## src/sv/etur_pkg.sv

```systemverilog
// shared types and constants for the edge timed uart receiver
package etur_pkg;

    typedef logic [1:0] action_t;

    localparam action_t ACT_FALL    = 2'd0;
    localparam action_t ACT_RISE    = 2'd1;
    localparam action_t ACT_TIMEOUT = 2'd2;
    localparam action_t ACT_READ    = 2'd3;

    localparam int DELTA_W   = 24;
    localparam int BAUD_W    = 13;
    localparam int HALF_W    = 12;
    localparam int PROD_W    = HALF_W + BAUD_W;
    localparam int SUM_W     = PROD_W + 1;
    localparam int FRAC_BITS = 12;

    localparam logic [BAUD_W-1:0] BAUD_RESET = 13'd40;
    localparam logic [SUM_W-1:0]  ROUND_HALF = 26'd2048;
    localparam logic [3:0]        WORD_BITS  = 4'd9;
    localparam logic [7:0]        ABORT_BITS = 8'd10;
    localparam logic [7:0]        TOUT_BITS  = 8'd11;
    localparam logic [7:0]        IDLE_SHIFT = 8'hFF;
    localparam logic [7:0]        SAT_BITS   = 8'hFF;

endpackage

```

## src/sv/edge_timed_uart_receiver_unit.sv

```systemverilog
// top level of the edge timed uart receiver: gap scaling, word tracking, byte ring
//
//   channel  direction  handshake              payload
//   cfg      in         cfg_valid/cfg_ready    baud_factor
//   in       in         in_valid/in_ready      action, time_delta
//   out      out        out_valid/out_ready    read_data, read_valid, byte_stored, byte_dropped
//
// edge and timeout items make two passes through the shared 12x13 multiplier
// (low then high half of time_delta), then an update state, then return to idle.
// read items pass through a read state and a result state, as the ram read is registered.
// the final cycle of an item waits while the output register still holds an untaken result.
// cfg writes are always taken. reset clears word state and both ring pointers.
module edge_timed_uart_receiver_unit #(
    parameter int BUFFER_DEPTH = 64
) (
    input  logic                              clk,
    input  logic                              rst_n,
    input  logic                              cfg_valid,
    output logic                              cfg_ready,
    input  logic [etur_pkg::BAUD_W-1:0]       baud_factor,
    input  logic                              in_valid,
    output logic                              in_ready,
    input  etur_pkg::action_t                 action,
    input  logic [etur_pkg::DELTA_W-1:0]      time_delta,
    output logic                              out_valid,
    input  logic                              out_ready,
    output logic [7:0]                        read_data,
    output logic                              read_valid,
    output logic                              byte_stored,
    output logic                              byte_dropped
);

    import etur_pkg::*;

    localparam int PTR_W = $clog2(BUFFER_DEPTH);
    localparam logic [PTR_W-1:0] PTR_LAST = PTR_W'(BUFFER_DEPTH - 1);

    localparam logic [2:0] S_IDLE   = 3'd0;
    localparam logic [2:0] S_MUL_LO = 3'd1;
    localparam logic [2:0] S_MUL_HI = 3'd2;
    localparam logic [2:0] S_UPDATE = 3'd3;
    localparam logic [2:0] S_READ   = 3'd4;
    localparam logic [2:0] S_RDONE  = 3'd5;

    logic [2:0]         state_reg, state_next;
    logic [BAUD_W-1:0]  baud_reg;
    action_t            act_reg;
    logic [DELTA_W-1:0] delta_reg;
    logic [SUM_W-FRAC_BITS-1:0] acc_reg, acc_next;
    logic [7:0]         bits_reg, bits_next;

    logic               in_word_reg, in_word_next;
    logic [3:0]         count_reg, count_next;
    logic [7:0]         shift_reg, shift_next;
    logic [PTR_W-1:0]   wr_ptr_reg, wr_ptr_next;
    logic [PTR_W-1:0]   rd_ptr_reg, rd_ptr_next;

    logic               out_valid_reg, out_valid_next;
    logic [7:0]         read_data_reg, read_data_next;
    logic               read_valid_reg, read_valid_next;
    logic               stored_reg, stored_next;
    logic               dropped_reg, dropped_next;

    logic [HALF_W-1:0]  mul_a;
    logic [PROD_W-1:0]  prod;
    logic [SUM_W-1:0]   sum;

    logic               slot_free;
    logic               ram_we;
    logic               ram_re;
    logic [7:0]         ram_rd_data;
    logic [PTR_W-1:0]   wr_ptr_inc;
    logic [PTR_W-1:0]   rd_ptr_inc;

    logic [7:0]         bits_eff;
    logic [4:0]         count_sum;
    logic [3:0]         count_new;
    logic               word_upd;
    logic [3:0]         count_upd;
    logic [7:0]         shift_upd;

    assign cfg_ready    = 1'b1;
    assign in_ready     = (state_reg == S_IDLE);
    assign out_valid    = out_valid_reg;
    assign read_data    = read_data_reg;
    assign read_valid   = read_valid_reg;
    assign byte_stored  = stored_reg;
    assign byte_dropped = dropped_reg;

    assign slot_free  = !out_valid_reg || out_ready;
    assign wr_ptr_inc = (wr_ptr_reg == PTR_LAST) ? '0 : wr_ptr_reg + PTR_W'(1);
    assign rd_ptr_inc = (rd_ptr_reg == PTR_LAST) ? '0 : rd_ptr_reg + PTR_W'(1);

    // shared multiplier: low half first, rounded and scaled, then high half on top
    assign mul_a = (state_reg == S_MUL_LO) ? delta_reg[HALF_W-1:0]
                                           : delta_reg[DELTA_W-1:HALF_W];
    assign prod  = PROD_W'(mul_a * baud_reg);
    assign sum   = (state_reg == S_MUL_LO) ? SUM_W'(prod) + ROUND_HALF
                                           : SUM_W'(prod) + SUM_W'(acc_reg);

    // word tracking for one edge or timeout
    always_comb
    begin
        bits_eff  = (bits_reg == 8'd0) ? 8'd1 : bits_reg;
        count_sum = 5'(count_reg) + 5'(bits_eff[3:0]);
        count_new = (count_sum >= 5'(WORD_BITS)) ? WORD_BITS : count_sum[3:0];
        word_upd  = in_word_reg;
        count_upd = count_reg;
        shift_upd = shift_reg;
        if (!in_word_reg && act_reg == ACT_FALL)
        begin
            word_upd  = 1'b1;
            count_upd = 4'd0;
            shift_upd = IDLE_SHIFT;
        end
        else if (in_word_reg && act_reg != ACT_TIMEOUT)
        begin
            if (bits_eff >= ABORT_BITS)
            begin
                word_upd = 1'b0;
            end
            else
            begin
                count_upd = count_new;
                // a rise closes the zero data bits that the gap covered
                for (int k = 0; k < 8; k++)
                begin
                    if (act_reg == ACT_RISE && count_reg <= 4'(k + 1)
                        && 4'(k + 1) < count_new)
                    begin
                        shift_upd[k] = 1'b0;
                    end
                end
            end
        end
        else if (in_word_reg && act_reg == ACT_TIMEOUT && bits_reg > TOUT_BITS)
        begin
            count_upd = WORD_BITS;
        end
    end

    always_comb
    begin
        state_next      = state_reg;
        acc_next        = acc_reg;
        bits_next       = bits_reg;
        in_word_next    = in_word_reg;
        count_next      = count_reg;
        shift_next      = shift_reg;
        wr_ptr_next     = wr_ptr_reg;
        rd_ptr_next     = rd_ptr_reg;
        out_valid_next  = out_valid_reg && !out_ready;
        read_data_next  = read_data_reg;
        read_valid_next = read_valid_reg;
        stored_next     = stored_reg;
        dropped_next    = dropped_reg;
        ram_we          = 1'b0;
        ram_re          = 1'b0;
        case (state_reg)
            S_IDLE:
            begin
                if (in_valid)
                begin
                    state_next = (action == ACT_READ) ? S_READ : S_MUL_LO;
                end
            end
            S_MUL_LO:
            begin
                acc_next   = sum[SUM_W-1:FRAC_BITS];
                state_next = S_MUL_HI;
            end
            S_MUL_HI:
            begin
                bits_next  = (|sum[SUM_W-1:8]) ? SAT_BITS : sum[7:0];
                state_next = S_UPDATE;
            end
            S_UPDATE:
            begin
                if (slot_free)
                begin
                    in_word_next    = word_upd;
                    count_next      = count_upd;
                    shift_next      = shift_upd;
                    out_valid_next  = 1'b1;
                    read_data_next  = 8'd0;
                    read_valid_next = 1'b0;
                    stored_next     = 1'b0;
                    dropped_next    = 1'b0;
                    if (count_upd >= WORD_BITS)
                    begin
                        if (wr_ptr_inc != rd_ptr_reg)
                        begin
                            ram_we      = 1'b1;
                            wr_ptr_next = wr_ptr_inc;
                            stored_next = 1'b1;
                        end
                        else
                        begin
                            dropped_next = 1'b1;
                        end
                        in_word_next = (act_reg == ACT_FALL);
                        count_next   = 4'd0;
                        shift_next   = IDLE_SHIFT;
                    end
                    state_next = S_IDLE;
                end
            end
            S_READ:
            begin
                ram_re     = 1'b1;
                state_next = S_RDONE;
            end
            S_RDONE:
            begin
                if (slot_free)
                begin
                    out_valid_next  = 1'b1;
                    stored_next     = 1'b0;
                    dropped_next    = 1'b0;
                    read_data_next  = 8'd0;
                    read_valid_next = 1'b0;
                    if (wr_ptr_reg != rd_ptr_reg)
                    begin
                        read_data_next  = ram_rd_data;
                        read_valid_next = 1'b1;
                        rd_ptr_next     = rd_ptr_inc;
                    end
                    state_next = S_IDLE;
                end
            end
            default:
            begin
                state_next = S_IDLE;
            end
        endcase
    end

    always_ff @(posedge clk or negedge rst_n)
    begin
        if (!rst_n)
        begin
            state_reg     <= S_IDLE;
            baud_reg      <= BAUD_RESET;
            in_word_reg   <= 1'b0;
            count_reg     <= 4'd0;
            shift_reg     <= IDLE_SHIFT;
            wr_ptr_reg    <= '0;
            rd_ptr_reg    <= '0;
            out_valid_reg <= 1'b0;
        end
        else
        begin
            state_reg     <= state_next;
            in_word_reg   <= in_word_next;
            count_reg     <= count_next;
            shift_reg     <= shift_next;
            wr_ptr_reg    <= wr_ptr_next;
            rd_ptr_reg    <= rd_ptr_next;
            out_valid_reg <= out_valid_next;
            if (cfg_valid)
            begin
                baud_reg <= baud_factor;
            end
        end
    end

    always_ff @(posedge clk)
    begin
        if (in_valid && in_ready)
        begin
            act_reg   <= action;
            delta_reg <= time_delta;
        end
        acc_reg        <= acc_next;
        bits_reg       <= bits_next;
        read_data_reg  <= read_data_next;
        read_valid_reg <= read_valid_next;
        stored_reg     <= stored_next;
        dropped_reg    <= dropped_next;
    end

    etur_ram #(
        .WIDTH (8),
        .DEPTH (BUFFER_DEPTH)
    ) u_ring (
        .clk     (clk),
        .wr_en   (ram_we),
        .wr_addr (wr_ptr_reg),
        .wr_data (shift_upd),
        .rd_en   (ram_re),
        .rd_addr (rd_ptr_reg),
        .rd_data (ram_rd_data)
    );

endmodule

```

## src/sv/etur_ram.sv

```systemverilog
// generic single write port ram with registered read
module etur_ram #(
    parameter int WIDTH = 8,
    parameter int DEPTH = 64
) (
    input  logic                     clk,
    input  logic                     wr_en,
    input  logic [$clog2(DEPTH)-1:0] wr_addr,
    input  logic [WIDTH-1:0]         wr_data,
    input  logic                     rd_en,
    input  logic [$clog2(DEPTH)-1:0] rd_addr,
    output logic [WIDTH-1:0]         rd_data
);

    logic [WIDTH-1:0] mem [DEPTH];

    always_ff @(posedge clk)
    begin
        if (wr_en)
        begin
            mem[wr_addr] <= wr_data;
        end
        if (rd_en)
        begin
            rd_data <= mem[rd_addr];
        end
    end

endmodule
```

## config.mk

```make
export PLATFORM = sky130hd
export DESIGN_NAME = edge_timed_uart_receiver_unit
export DESIGN_NICKNAME = d
export VERILOG_FILES = /design/src/sv/etur_pkg.sv /design/src/sv/edge_timed_uart_receiver_unit.sv /design/src/sv/etur_ram.sv
export SDC_FILE = /design/constraint.sdc
export NUM_CORES = 1
export LEC_CHECK = 0
export ABC_AREA = 1
export BUFFER_PORTS_ARGS = -buffer_cell sky130_fd_sc_hd__clkbuf_2
export CAP_MARGIN = 20
export CORE_MARGIN = 2
export CORE_UTILIZATION = 30
export CTS_BUF_LIST = sky130_fd_sc_hd__clkbuf_2
export DETAILED_ROUTE_END_ITERATION = 8
export PLACE_DENSITY_LB_ADDON = 0.12
export RECOVER_POWER = 25
export SLEW_MARGIN = 40
export SYNTH_ARGS = -nofsm -noshare
export SYNTH_HDL_FRONTEND = slang
export SYNTH_SLANG_ARGS = --single-unit
```

## constraint.sdc

```tcl
create_clock -name clk -period 9.79 [get_ports clk]
set_input_delay 2.4475 -clock clk [delete_from_list [all_inputs] [get_ports clk]]
set_output_delay 2.4475 -clock clk [all_outputs]
set_load 0.02 [all_outputs]
```

==> impl_results.md <==
- Outcome: complete, but fails checks
- Failing checks: max-capacitance violations, max-slew violations
- Clock sink count: 621
- Post CTS Setup Buffer Count: 0
- Worst hold path depth: 2
- Syn_nets: ~3,200
- Met2 usage: 0.304
- CORE AREA: between 100,000 and 150,000 µm²
- Final worst setup slack: 0.720 ns
- Layout Nets: 3,379
- Peak Freq: approximately 110 MHz
- EDFF count, synth: 579
- Reg2Reg Launch Point: rd_ptr_reg[0]$_DFFE_PN0P_
- Crit start category: flop
- Unrepaired setup endpoints after global routing: no
- Hold endpoint: shift_reg[2]$_DFFE_PN1P_
- Hold path startpoint: shift_reg[2]$_DFFE_PN1P_
- Total grt overflow: 0
- Top cells by area, synth: edfxtp_1 (55%), fa_1 (7.1%), nand2_1 (5.1%)
- Die height: 329 µm
- Mapped cell area: 31,700 µm²
- Busiest layer in global routing: met2
- Final Setup Violations: 0
- Worst slew pin tran: between 6 and 7 ns
- Clock Pin Slew Worst Setup and Hold Paths: 0.11 ns
- Reg2Reg Depth: 8
- Period utilisation layout: 0.926
- Wire per inst: a little over 20 µm
- Share of the synthesized area in the top cell type: 0.549
- RePlAce Congestion: 0.840
- Flops & latches, synth: between 600 and 700
- Time the worst path needs with I/O delays and setup: 9.07 ns
- Rows: 119
- CTS root buffer: clkbuf_2
- Dpl ws: 1.12 ns
- Vias per cell: between 4 and 5
- Worst skew pair latency: 1.46 ns
- CTS Buf Count: 167
- Final Hold Vio Count: 0
- Die X: ~330 µm
- Fraction of registers with async set/reset: 0.0676
- Crit path kind: flop to flop
- GR met1 Demand/Resource: 0.221
- Post-route insts no fill: 4,660
- Layout cells sized above 1: 0.143
- Vias in the first global route: 23,444
- Min-delay worst type: flop to flop
- Synth Flop Type: edfxtp_1
- Largest register FFs: 512
- Critical-path maximum fanout: 140
- # IOs: 58
- CTS tree: built
- Met3 usage: 0.0350
- Layout Skew: 0.180 ns
- Hold slack: 0.512 ns
- Setup tns final: 0 ns
- # placed instances: 4,361
- Drt total wl: 95,000 µm
- Slew HR: -3.25
- Starting Density: 0.302
- Max cap viols: 8
- Post-cts resize count: 0
- Initial DRC Count: between 1,500 and 2,000
- Yosys cell types: 53
- Port buffer count: 56
- R2R setup slack: 0.72 ns
- Syn-to-layout area delta: 11.7%
- First-pass GRT wire length: between 100,000 and 150,000 µm
- Req. time, crit path: 11.06 ns
- Routed Antenna Nets: 0
- GRT Overall Usage: 0.177
- Clock Tree Buf Depth: 3
- Detailed Routing Iterations Pass 1: 5
- YS warnings: 0
- Vias: 22,860
- Worst Path Arrival: 10.34 ns
- H-Tree Depth: 4
- Most numerous cell in the Yosys netlist: edfxtp_1
- Element type at the critical path end: flop
- Seq/Total Area, Yosys: 0.582
- Initial antenna violation count: 3
- CTS Hold Buffers Added: 0
- DRC: 0
- Syn Inst Count: 2,975
- Cell taking the most area after synthesis: edfxtp_1
- Post-synth top cells: edfxtp_1 (579), nand2_1 (432), nor2_1 (401)
- Die area: 108,000 µm²
- Largest net degree at the start of global routing: 141
- Slew Limit Fails: 434
- Mean Syn Cell Area: 10.7 µm²
- R2r endpoint: u_ring.rd_data[2]$_DFFE_PN_
- Hpwl dp: approximately 62,000 µm
routing by layer:
metal  part of all wire  wire length (µm)  up-vias
met5                  0                 0        -
met1               0.43             41000    11371
li1                   -                 -    10756
met4              0.026              2490        0
met2               0.50             47100      573
met3              0.046              4360      160
final cells by class:
cell class,instances,area [µm²]
antenna,11,27.5
clock buffer,254,1270
clock inverter,34,221
fill,10798,69600
inverter,316,1190
multi-input combinational,1895,11600
sequential,621,18500
tap,1391,1740
timing repair buffer,138,888
layout by cell type (no fill, tap or decap), drive strengths merged, types with 6 or more instances in the layout:
master,synthesis,layout
xor2,26,26
clkbuf,130,316
inv,310,315
xnor2,9,9
nand4,22,22
fa,112,112
nor3,85,85
o22ai,82,82
dfrtp,32,32
a31oi,10,10
ha,84,84
a21oi,56,56
nand3,128,128
edfxtp,579,579
nand2,434,434
nor4,6,6
nand3b,8,8
nor2,405,405
or2,14,14
dfstp,10,10
o211ai,18,18
buf,13,76
diode,0,11
o221ai,50,50
clkinv,6,31
o21ai,325,325
worst max-delay path, stage by stage, from the launching register on:
cell      delay [ns]
dfrtp_1         1.43
clkbuf_1        4.50
clkbuf_2        1.29
buf_12          0.31
o21ai_0         0.13
o221ai_1        0.32
o211ai_1        0.15
a31oi_1         0.38
a221o_1         0.23
cells by family (layout without fill, tap and decap cells):
family / count (synthesis) / in the layout / share of synthesized area
other cells: 1 / 12 / 0.000118
xor+xnor: 35 / 35 / 0.00991
mux: 1 / 1 / 0.000316
flops: 621 / 621 / 0.582
buf+inv: 459 / 742 / 0.0563
compound gates: 558 / 558 / 0.101
fa+ha+maj: 196 / 196 / 0.104
simple gates: 1104 / 1104 / 0.146
metrics by stage:
stage               instance area (µm²)   util
finish                            35400  0.337
CTS                               35400  0.338
detailed placement                33900  0.323
global route                      35400  0.337
floorplan                         31700      -
global placement                  33800  0.322
worst max-delay path by stage:
stage                              startpoint                     endpoint  slack, ns
floorplan            state_reg[2]$_DFFE_PN0P_    bits_reg[0]$_SDFFCE_PP1P_       2.19
global placement     state_reg[2]$_DFFE_PN0P_    bits_reg[1]$_SDFFCE_PP1P_       1.26
detailed placement   state_reg[2]$_DFFE_PN0P_    bits_reg[2]$_SDFFCE_PP1P_       1.12
CTS                  state_reg[2]$_DFFE_PN0P_    bits_reg[2]$_SDFFCE_PP1P_       1.16
global route        rd_ptr_reg[0]$_DFFE_PN0P_  u_ring.rd_data[2]$_DFFE_PN_       0.27
finish              rd_ptr_reg[0]$_DFFE_PN0P_  u_ring.rd_data[2]$_DFFE_PN_       0.72
Power is not shown: default switching activity piles up to over one toggle a cycle in this logic, so the estimate is an artifact.
